## src/rtl/ppba_pkg.sv

```systemverilog
`timescale 1ns / 1ps
`default_nettype none

package ppba_pkg;

  // Bitmap geometry.
  localparam int PORTS_DEF  = 1024;
  localparam int WORD_BITS  = 32;
  localparam int PAIRS      = WORD_BITS / 2;
  localparam int PAIR_IDX_W = $clog2(PAIRS);

  // Two adjacent bits of one pair.
  localparam logic [WORD_BITS-1:0] PAIR_MASK = 32'h0000_0003;

  // Request codes.
  localparam logic FUNC_ALLOC   = 1'b0;
  localparam logic FUNC_RELEASE = 1'b1;

  // Status codes.
  localparam logic [1:0] ST_OK    = 2'd0;
  localparam logic [1:0] ST_EMPTY = 2'd1;
  localparam logic [1:0] ST_RANGE = 2'd2;
  localparam logic [1:0] ST_FREE  = 2'd3;

  // Result of one word search.
  typedef struct packed {
    logic                  hit;
    logic [PAIR_IDX_W-1:0] pair;
  } scan_res_t;

endpackage

`default_nettype wire

```

## src/rtl/ppba_pair_scan.sv

```systemverilog
`timescale 1ns / 1ps
`default_nettype none

// Finds the lowest free pair at or above a start pair in one bitmap word.
module ppba_pair_scan
  import ppba_pkg::*;
(
  input  wire logic [WORD_BITS-1:0]  word,
  input  wire logic [PAIR_IDX_W-1:0] start_pair,
  output scan_res_t                  res
);

  logic [PAIRS-1:0] free_vec;

  // A pair is a candidate when both bits are clear and it lies at or above the start.
  always_comb begin
    for (int i = 0; i < PAIRS; i++) begin
      free_vec[i] = ~word[2*i] & ~word[2*i+1] & (PAIR_IDX_W'(i) >= start_pair);
    end
  end

  // Priority encoder, lowest index wins.
  always_comb begin
    res = '0;
    for (int i = PAIRS - 1; i >= 0; i--) begin
      if (free_vec[i]) begin
        res.hit  = 1'b1;
        res.pair = PAIR_IDX_W'(i);
      end
    end
  end

endmodule

`default_nettype wire

```

## src/rtl/port_pair_bitmap_allocator_unit.sv

```systemverilog
`timescale 1ns / 1ps
`default_nettype none

// Channel  | Dir | Handshake            | Payload
// ---------+-----+----------------------+-------------------------------------
// in_      | in  | in_valid / in_ready  | in_func (1), in_port (16)
// out_     | out | out_valid / out_ready| out_port_out (16), out_status (2)
// cfg_     | in  | cfg_valid / cfg_ready| cfg_base_port (16)
//
// After reset a clearing pass zeroes the bitmap memory, one word per cycle, PORTS/32
// words in all; input is held off meanwhile, configuration writes are always taken.
// A release runs through accept, read-modify-write, output load, result transfer.
// An allocate runs through accept, then the pair search over k bitmap words
// (1 to PORTS/32 + 1), one search per word read from the single read port, then
// output load and result transfer. A refused request skips the search.
// The block handles one request at a time; a result waits in the output register
// while out_ready is low, and the next request finishes only once it is taken.
module port_pair_bitmap_allocator_unit
  import ppba_pkg::*;
#(
  parameter int PORTS = PORTS_DEF
) (
  input  wire logic        clk,
  input  wire logic        rst_n,
  input  wire logic        in_valid,
  output      logic        in_ready,
  input  wire logic        in_func,
  input  wire logic [15:0] in_port,
  output      logic        out_valid,
  input  wire logic        out_ready,
  output      logic [15:0] out_port_out,
  output      logic [1:0]  out_status,
  input  wire logic        cfg_valid,
  output      logic        cfg_ready,
  input  wire logic [15:0] cfg_base_port
);

  localparam int WORDS    = PORTS / WORD_BITS;
  localparam int CAPACITY = WORDS * WORD_BITS;
  localparam int WW       = (WORDS > 1) ? $clog2(WORDS) : 1;
  localparam int CW       = $clog2(CAPACITY + 1);
  localparam int NW       = $clog2(WORDS + 1);

  typedef enum logic [2:0] {
    S_CLEAR,
    S_IDLE,
    S_SCAN,
    S_REL,
    S_RESP
  } state_t;

  state_t                state_r, state_nxt;
  logic [WW-1:0]         clr_idx_r, clr_idx_nxt;
  logic [WW-1:0]         wp_r, wp_nxt;
  logic [4:0]            bp_r, bp_nxt;
  logic [CW-1:0]         free_cnt_r, free_cnt_nxt;
  logic [15:0]           base_r, base_nxt;
  logic [WW-1:0]         scan_w_r, scan_w_nxt;
  logic [NW-1:0]         cnt_r, cnt_nxt;
  logic                  first_r, first_nxt;
  logic [PAIR_IDX_W-1:0] rel_p_r, rel_p_nxt;
  logic [15:0]           res_port_r, res_port_nxt;
  logic [1:0]            res_status_r, res_status_nxt;
  logic                  out_valid_r, out_valid_nxt;
  logic [15:0]           out_port_r, out_port_nxt;
  logic [1:0]            out_status_r, out_status_nxt;

  // Bitmap memory, one write and one registered read port.
  logic [WORD_BITS-1:0]  mem [WORDS];
  logic [WORD_BITS-1:0]  rd_data_r;
  logic [WW-1:0]         rd_addr;
  logic                  mem_we;
  logic [WW-1:0]         mem_waddr;
  logic [WORD_BITS-1:0]  mem_wdata;

  logic                  in_fire;
  logic [16:0]           diff;
  logic                  out_of_range;
  logic [WW-1:0]         nxt_w;
  logic [PAIR_IDX_W-1:0] start_pair;
  scan_res_t             scan;
  logic [WW+4:0]         hit_pos;
  logic [WORD_BITS-1:0]  hit_bits;
  logic [WORD_BITS-1:0]  rel_bits;

  assign in_ready  = (state_r == S_IDLE);
  assign in_fire   = in_valid && in_ready;
  assign cfg_ready = 1'b1;

  assign out_valid    = out_valid_r;
  assign out_port_out = out_port_r;
  assign out_status   = out_status_r;

  // Release offset; the top bit is the borrow when the port lies below the base.
  assign diff         = {1'b0, in_port} - {1'b0, base_r};
  assign out_of_range = diff[16] || ({1'b0, diff[15:0]} >= 17'(CAPACITY));

  assign nxt_w      = (scan_w_r == WW'(WORDS - 1)) ? '0 : scan_w_r + 1'b1;
  assign start_pair = first_r ? bp_r[4:1] : '0;
  assign hit_pos    = {scan_w_r, scan.pair, 1'b0};
  assign hit_bits   = PAIR_MASK << {scan.pair, 1'b0};
  assign rel_bits   = PAIR_MASK << {rel_p_r, 1'b0};

  ppba_pair_scan u_scan (
    .word       (rd_data_r),
    .start_pair (start_pair),
    .res        (scan)
  );

  // Sequencer next-state logic.
  always_comb begin
    state_nxt      = state_r;
    clr_idx_nxt    = clr_idx_r;
    wp_nxt         = wp_r;
    bp_nxt         = bp_r;
    free_cnt_nxt   = free_cnt_r;
    base_nxt       = base_r;
    scan_w_nxt     = scan_w_r;
    cnt_nxt        = cnt_r;
    first_nxt      = first_r;
    rel_p_nxt      = rel_p_r;
    res_port_nxt   = res_port_r;
    res_status_nxt = res_status_r;
    out_valid_nxt  = out_valid_r && !out_ready;
    out_port_nxt   = out_port_r;
    out_status_nxt = out_status_r;
    rd_addr        = wp_r;
    mem_we         = 1'b0;
    mem_waddr      = scan_w_r;
    mem_wdata      = '0;

    if (cfg_valid) begin
      base_nxt = cfg_base_port;
    end

    case (state_r)
      S_CLEAR: begin
        mem_we    = 1'b1;
        mem_waddr = clr_idx_r;
        mem_wdata = '0;
        if (clr_idx_r == WW'(WORDS - 1)) begin
          state_nxt = S_IDLE;
        end else begin
          clr_idx_nxt = clr_idx_r + 1'b1;
        end
      end
      S_IDLE: begin
        if (in_fire) begin
          res_port_nxt = '0;
          if (in_func == FUNC_ALLOC) begin
            if (free_cnt_r < CW'(2)) begin
              res_status_nxt = ST_EMPTY;
              state_nxt      = S_RESP;
            end else begin
              rd_addr    = wp_r;
              scan_w_nxt = wp_r;
              cnt_nxt    = '0;
              first_nxt  = 1'b1;
              state_nxt  = S_SCAN;
            end
          end else begin
            if (out_of_range) begin
              res_status_nxt = ST_RANGE;
              state_nxt      = S_RESP;
            end else begin
              rd_addr    = diff[WW+4:5];
              scan_w_nxt = diff[WW+4:5];
              rel_p_nxt  = diff[4:1];
              state_nxt  = S_REL;
            end
          end
        end
      end
      S_SCAN: begin
        if (scan.hit) begin
          // Take the pair and move the pointer past it.
          mem_we         = 1'b1;
          mem_wdata      = rd_data_r | hit_bits;
          free_cnt_nxt   = free_cnt_r - CW'(2);
          res_port_nxt   = base_r + 16'(hit_pos);
          res_status_nxt = ST_OK;
          state_nxt      = S_RESP;
          if (scan.pair == PAIR_IDX_W'(PAIRS - 1)) begin
            bp_nxt = '0;
            wp_nxt = nxt_w;
          end else begin
            bp_nxt = {scan.pair + 1'b1, 1'b0};
            wp_nxt = scan_w_r;
          end
        end else if (cnt_r == NW'(WORDS)) begin
          // Full circle without a free pair.
          res_status_nxt = ST_EMPTY;
          state_nxt      = S_RESP;
        end else begin
          rd_addr    = nxt_w;
          scan_w_nxt = nxt_w;
          cnt_nxt    = cnt_r + 1'b1;
          first_nxt  = 1'b0;
        end
      end
      S_REL: begin
        if ((rd_data_r & rel_bits) == '0) begin
          res_status_nxt = ST_FREE;
        end else begin
          mem_we         = 1'b1;
          mem_wdata      = rd_data_r & ~rel_bits;
          free_cnt_nxt   = free_cnt_r + CW'(2);
          res_status_nxt = ST_OK;
        end
        state_nxt = S_RESP;
      end
      S_RESP: begin
        if (!out_valid_r || out_ready) begin
          out_valid_nxt  = 1'b1;
          out_port_nxt   = res_port_r;
          out_status_nxt = res_status_r;
          state_nxt      = S_IDLE;
        end
      end
      default: begin
        state_nxt = S_IDLE;
      end
    endcase
  end

  // State and registered outputs.
  always_ff @(posedge clk) begin
    if (!rst_n) begin
      state_r     <= S_CLEAR;
      clr_idx_r   <= '0;
      wp_r        <= '0;
      bp_r        <= '0;
      free_cnt_r  <= CW'(CAPACITY);
      base_r      <= '0;
      out_valid_r <= 1'b0;
    end else begin
      state_r     <= state_nxt;
      clr_idx_r   <= clr_idx_nxt;
      wp_r        <= wp_nxt;
      bp_r        <= bp_nxt;
      free_cnt_r  <= free_cnt_nxt;
      base_r      <= base_nxt;
      out_valid_r <= out_valid_nxt;
    end
    scan_w_r     <= scan_w_nxt;
    cnt_r        <= cnt_nxt;
    first_r      <= first_nxt;
    rel_p_r      <= rel_p_nxt;
    res_port_r   <= res_port_nxt;
    res_status_r <= res_status_nxt;
    out_port_r   <= out_port_nxt;
    out_status_r <= out_status_nxt;
  end

  // Bitmap memory access.
  always_ff @(posedge clk) begin
    if (mem_we) begin
      mem[mem_waddr] <= mem_wdata;
    end
    rd_data_r <= mem[rd_addr];
  end

`ifndef SYNTHESIS
  // The free count never exceeds the capacity.
  assert property (@(posedge clk) disable iff (!rst_n)
    free_cnt_r <= CW'(CAPACITY))
    else $error("free count above capacity");

  // The bit pointer always sits on an even position.
  assert property (@(posedge clk) disable iff (!rst_n)
    bp_r[0] == 1'b0)
    else $error("bit pointer odd");

  // The word pointer stays inside the bitmap.
  assert property (@(posedge clk) disable iff (!rst_n)
    wp_r <= WW'(WORDS - 1))
    else $error("word pointer beyond bitmap");

  // A successful pair search takes exactly two free positions.
  assert property (@(posedge clk) disable iff (!rst_n)
    (state_r == S_SCAN && scan.hit) |=> free_cnt_r == $past(free_cnt_r) - CW'(2))
    else $error("free count not reduced by a pair");

  // A new result is only loaded from the response state.
  assert property (@(posedge clk) disable iff (!rst_n)
    $rose(out_valid_r) |-> $past(state_r) == S_RESP)
    else $error("result presented outside response state");
`endif

endmodule

`default_nettype wire
```

## config.mk

```make
export PLATFORM = sky130hd
export DESIGN_NAME = port_pair_bitmap_allocator_unit
export DESIGN_NICKNAME = d
export VERILOG_FILES = /design/src/rtl/ppba_pkg.sv /design/src/rtl/ppba_pair_scan.sv /design/src/rtl/port_pair_bitmap_allocator_unit.sv
export SDC_FILE = /design/constraint.sdc
export NUM_CORES = 2
export LEC_CHECK = 0
export BUFFER_PORTS_ARGS = -buffer_cell sky130_fd_sc_hd__buf_4
export CORE_ASPECT_RATIO = 1.25
export CORE_UTILIZATION = 45
export DETAILED_ROUTE_END_ITERATION = 10
export SLEW_MARGIN = 20
export SYNTH_ARGS = -nofsm -noshare
export SYNTH_HDL_FRONTEND = slang
export SYNTH_SLANG_ARGS = --single-unit
```

## constraint.sdc

```tcl
create_clock -name clk -period 9.3 [get_ports clk]
set_clock_uncertainty 0.15 [all_clocks]
set_input_delay 0.465 -clock clk [delete_from_list [all_inputs] [get_ports clk]]
set_output_delay 0.465 -clock clk [all_outputs]
set_load 0.05 [all_outputs]
```

---- Word-level counts from Yosys, hierarchy flattened ----
Memory sizes are Yosys's and may differ from the RTL's. A register that Yosys moved wholly into a read port is not among the register bits.
Cells that the tools add are included.
storage, ports and cells
  bits in registers ....................... 98
  bits in writable memories ............... 1024
  input bits .............................. 38
  output and inout port bits .............. 21
  logic and storage cells ................. 236
  memories kept ........................... 1
operators by class
  $add $sub $neg .......................... 8
  magnitude comparators ................... 18
  equal/unequal tests ..................... 22
  shift-type cells ........................ 2
  multiplexer cells ....................... 79
  bitwise gates (word level) .............. 70
  reduce and logical (&&, ||, !) cells .... 21
memory list
  name  words  bits a word  rd ports  clocked after memory_dff  wr ports  line                                   text
  mem   32     32           1         1                         1         port_pair_bitmap_allocator_unit.sv:69  logic [WORD_BITS-1:0] mem [WORDS];
operators by type and width
  cell                  number
  $mux 5                31
  $and 32x32->32        2
  $mux 32               2
  $pmux 32 s2           1
  $shl 2x5->32 const A  2
  $not 1->1             34
  $and 1x1->1           32
  $ge 4x4->1 const A    8
  $logic_not 32->1      1
  $mux 16               2
  $not 32->32           1
  $or 32x32->32         1
  $pmux 16 s2           1
  $mux 6                5
  $mux 3                8
  $mux 11               2
  $pmux 11 s2           1
  $pmux 5 s2            2
  $sub 16x16->17        1
  $add 16x10->16        1
  $ge 16x11->1 const B  1
  $ge 3x4->1 const A    4
  $ne 2x2->1 const B    8
  $pmux 3 s5            1
  36 further kinds      68

---- Longest topological paths before layout ----
  word-level depth ........................ 23
  depth in mapped cells ................... 20
  depth with buffers taken out ............ 19

---- Modules after synthesis ----
A second synthesis with hierarchy kept.
second synthesis, totals
  cell total of the unflattened synthesis .. 3653
  area, all modules ....................... 47809.6 um^2
by module, submodules not included
  module                           times used  cells an instance  area an instance (um^2)  sequential area each (um^2)
  port_pair_bitmap_allocator_unit  1           3587               47339.2                  33832.4
  ppba_pair_scan                   1           66                 470.5                    0.0

---- Worst setup path before layout ----
No wires, ideal clock.
  path kind ............................... flip-flop to flip-flop
  start point ............................. register first_r
  end point ............................... register res_port_r[15], data pin
  library setup time ...................... 0.270 ns
  data arrival time ....................... 4.092 ns
  data required time ...................... 8.880 ns
  setup slack ............................. 4.788 ns
  cell stages (with the launch flop) ...... 21
  buffers on the path ..................... 1
  clock period less this slack ............ 4.512 ns
  path through ............................ edfxtp_1 > buf_2 > nand3_1 > o211ai_2 > a22o_1 > a22o_1 > a22o_1 > a22oi_1 > o21ai_0 > a221oi_1 > a211o_1 > inv_1 > ha_1 > fa_1 > maj3_1 > a21oi_1 > o21a_1 > o21ai_0 > a21oi_1 > or3_1 > a21oi_1
on the way
  longest elaborated chain between the ends .. 22
  elaborated cells between the ends (all ways) .. 52
  classes of those cells .................. add/sub: 1; order compare: 16; mux: 19; bitwise: 16
ends and longest elaborated chain
  element                 line                                    text
  start, declared         port_pair_bitmap_allocator_unit.sv:60   logic first_r, first_nxt;
  start signal, assigned  port_pair_bitmap_allocator_unit.sv:247  first_r <= first_nxt;
  $mux 4 *                port_pair_bitmap_allocator_unit.sv:99   assign start_pair = first_r ? bp_r[4:1] : '0;
  $ge 4x4->1              ppba_pair_scan.sv:18                    free_vec[i] = ~word[2*i] & ~word[2*i+1] & (PAIR_IDX_W'(i) >= start_pair);
  $and 1x1->1             ppba_pair_scan.sv:18
  $mux 5 (15 in series)   ppba_pair_scan.sv:26                    if (free_vec[i]) begin
  $mux 5 *                ppba_pair_scan.sv:26
  $add 16x10->16 *        port_pair_bitmap_allocator_unit.sv:180  res_port_nxt = base_r + 16'(hit_pos);
  $mux 16 *               port_pair_bitmap_allocator_unit.sv:175  if (scan.hit) begin
  $pmux 16 s2 *           port_pair_bitmap_allocator_unit.sv:136  case (state_r)
  end signal, assigned    port_pair_bitmap_allocator_unit.sv:249  res_port_r <= res_port_nxt;
  end, declared           port_pair_bitmap_allocator_unit.sv:62   logic [15:0] res_port_r, res_port_nxt;
Every way passes the cells marked *; elsewhere a longest branch is shown, timed or not. The select of a mux whose other input is x is not followed.
A chain may end at the register's enable or synchronous reset.

---- Worst setup path after layout ----
  start point ............................. register base_r[2]
  end point ............................... register rd_data_r[12], read port of mem
on the way
  longest elaborated chain between the ends .. 7
ends and longest elaborated chain
  element                 line                                    text
  start, declared         port_pair_bitmap_allocator_unit.sv:57   logic [15:0] base_r, base_nxt;
  start signal, assigned  port_pair_bitmap_allocator_unit.sv:242  base_r <= base_nxt;
  $sub 16x16->17 *        port_pair_bitmap_allocator_unit.sv:95   assign diff = {1'b0, in_port} - {1'b0, base_r};
  $ge 16x11->1            port_pair_bitmap_allocator_unit.sv:96   assign out_of_range = diff[16] || ({1'b0, diff[15:0]} >= 17'(CAPACITY));
  $logic_or 1x1->1        port_pair_bitmap_allocator_unit.sv:96
  $mux 5 *                port_pair_bitmap_allocator_unit.sv:162  if (out_of_range) begin
  $mux 5 *                port_pair_bitmap_allocator_unit.sv:150  if (in_func == FUNC_ALLOC) begin
  $mux 5 *                port_pair_bitmap_allocator_unit.sv:148  if (in_fire) begin
  $pmux 5 s2 *            port_pair_bitmap_allocator_unit.sv:136
  end, declared           port_pair_bitmap_allocator_unit.sv:70   logic [WORD_BITS-1:0] rd_data_r;
Every way passes the cells marked *; elsewhere a longest branch is shown, timed or not.

==> impl_metrics.ini <==
[status]
outcome = completed

[min_path]
hold_class = input port to flop
min_delay_worst_endpoint = res_status_r[1]
hold_start = in_func
min_path_cells = 3

[cells_and_area]
drive_gt1_share_pct = 15.73
num-fill-cells = 9022
layout_commonest_cell = edfxtp_1
final_util_pct = 51.18
nets = 3532
final_cell_mix = 1076 x edfxtp_1, 282 x nand2_1, 218 x nand3_1
syn_to_final_growth_pct = 12.95
n_antenna_cell = 0

[sta]
hold_violations = 0
finalCriticalPeriod_ns = 5.872
rsz0062_at_grt = no
setup_viol = 0
post-route-period-util_pct = 63.14
hold_slack_ns = 0.05603
fmax_mhz = 170.3
relSlewSlack_pct = 25.77
drv_slew = 0
fin_tns_setup_ns = 0
worst_pin_slew_ns = 1.110

[setup_path]
critical_path_buf_inv_count = 3
crit_arrival_ns = 6.32
crit_fanout = 47
critPathSlowestCell = buf_4
crit_path_start_kind = flop
crit_start = base_r[2]
reg2reg_to = rd_data_r[12]
r2r-start = base_r[2]
crit_type = flop to flop
required_ns = 9.75
regToRegSetupSlack_ns = 3.43
crit_family = simple AND/OR/NAND/NOR gates
reg2regPathDepth = 16
endpoint_kind = flop
max_stage_delay_ns = 0.57
crit_chain = inv_1 -> ha_1 -> nor2b_1 -> o211ai_1 -> a21oi_1 -> o41ai_1 -> mux2_2 -> nor3_1 -> and3_1 -> o221a_4 -> buf_4 -> nand2_2 -> buf_4 -> o211ai_1 -> nand4_1 -> o31a_1

[die]
die_h_um = 368.4
dieArea_um2 = 108700
initial_utilization_pct = 45.31
fp-row-count = 134
fp.coreArea_um2 = 106600
ioPinCount = 59
die_w_um = 295.1

[synth]
synth.distinct_cells = 87
async_flop_share_pct = 0
synth_ff_type = edfxtp_1
syn_area_um2 = 48320
yosys_register_bits = 1152
syn_inst = 3404
ys_seq_area_share_pct = 70.02
syn_avg_cell_area_um2 = 14.20
yosys_warnings = 0
synth_nets = 3481
synth-edff-count = 1076

[routing]
vias = 30740
drt_iter0_drc = 3115
avgRoutedWirePerCell_um = 28.48
drt-total-wl_um = 141700
drc_errors = 0
ant_nets = 0
drt-vias-per-instance = 6.178
firstDrtPassIters = 5

[power_and_ir_drop]
peakVddDrop_mv = 0.1347
power_leakage_uw = 0.01757
p_per_area_nw_per_um2 = 194.2
power_uw = 10600

[clock_tree]
cts_tree = yes
cts-root-buf = clkbuf_16
cts_inserted_buffers = 110
cts_setup_buffers = 0
htree_levels = 3
clock_latency_ns = 0.72
cts_max_path_buffers = 3
cts.reportedPaths.clkPinSlew_ns = 0.07
clock-sinks = 1152

[run]
maxCapViolCount = 0

[grt]
grt_pass1_vias = 29660
grt_max_degree = 148
grt_remaining_overflow = 0
antenna_found_initial = 1
grt_util_all_layers_pct = 25.94
grt_pass1_wl_um = 204000

[place]
port_buffers = 57
post-dp-hpwl_um = 75830
gp_congestion = 0.9038
==> cells in the mapped netlist, types with 48 or more instances <==
library cell | instances | share of area (%)
mux2i_1 | 124 | 2.6
and3_1 | 48 | 0.62
buf_2 | 63 | 0.65
dfxtp_1 | 76 | 3.1
nand4_1 | 75 | 0.97
clkbuf_1 | 131 | 1.0
mux2_2 | 108 | 2.5
edfxtp_1 | 1076 | 67
nor2_1 | 117 | 0.91
a211o_1 | 65 | 1.2
nand2_1 | 286 | 2.2
o21ai_0 | 158 | 1.6
a21oi_1 | 175 | 1.8
o211ai_1 | 134 | 2.1
nand3_1 | 219 | 2.3
inv_1 | 50 | 0.39
==> stage by stage <==
stage	instances	area, µm²	worst slack, ns
6_report	4976	54580	3.428
4_1_cts	4976	54510	3.548
5_1_grt	4976	54580	3.086
3_5_place_dp	4753	50670	3.467
3_3_place_gp	4753	50660	3.488
2_1_floorplan	3404	48320	4.788
==> cell families (layout without fill, tap and decap cells) <==
| family | after synthesis | count (layout) | share of synthesized area (%) |
|---|---|---|---|
| AO/OA/AOI/OAI | 785 | 785 | 11.44 |
| AND/OR/NAND/NOR | 863 | 863 | 8.586 |
| flip-flops | 1152 | 1152 | 70.02 |
| adder cells (fa/ha/maj) | 41 | 41 | 1.082 |
| buffers and inverters | 278 | 422 | 2.582 |
| multiplexers | 252 | 252 | 5.707 |
| XOR/XNOR | 32 | 32 | 0.5800 |
| other | 1 | 1 | 0.007761 |
==> timing repair <==
| action | in CTS | in global routing |
|---|---|---|
| hold buffers | 18 | 0 |
| endpoints found under the hold margin | 18 | 0 |
| resized for setup | 0 | 0 |
==> power breakdown <==
part / switching (µW) / total [µW] / leakage [µW] / internal [µW]
clock: 1940 / 4560 / 0.00178 / 2620
combinational: 222 / 345 / 0.00592 / 123
sequential: 41.0 / 5700 / 0.00987 / 5660
total: 2200 / 10600 / 0.0176 / 8400
==> flip-flops by register name, summed over array words and instances, names as in the netlist, 2 cells and up <==
name and count:
mem 1024, rd_data_r 32, base_r 16, out_port_out 16
res_port_r 16, free_cnt_r 10, cnt_r 6, clr_idx_r 5
scan_w_r 5, wp_r 5, bp_r 4, rel_p_r 4
state_r 3, out_status 2, res_status_r 2
==> worst min-delay path, cell delays in order <==
cell and delay [ns]:
buf_4 0.18, nand2_1 0.08, o21ai_0 0.07
==> how the worst max path moves through the flow <==
stage | depth (start not counted) | slack (ns) | endpoint
detailed placement | 15 | 3.47 | rd_data_r[27]
CTS | 16 | 3.55 | rd_data_r[12]
global route | 16 | 3.09 | rd_data_r[11]
global placement | 17 | 3.49 | rd_data_r[27]
finish | 16 | 3.43 | rd_data_r[12]
floorplan | 20 | 4.79 | res_port_r[15]
==> area by class of cell <==
class / count / area, µm² / area share [%]
clock buffer: 152 / 3083 / 5.649
clock inverter: 53 / 578.1 / 1.059
inverter: 50 / 187.7 / 0.3439
multi-input combinational: 1974 / 13770 / 25.24
sequential: 1152 / 33830 / 61.99
tap: 1428 / 1787 / 3.274
timing repair buffer: 167 / 1336 / 2.448
==> per-layer routing <==
metal	track usage (%)	wire length [µm]	part of all wire, %
met3	3.580	10670	7.5
met5	0	10	0.0071
met4	11.03	5674	4.0
met2	43.80	69930	49
met1	33.38	55440	39
(Power assumes the default switching activity.)
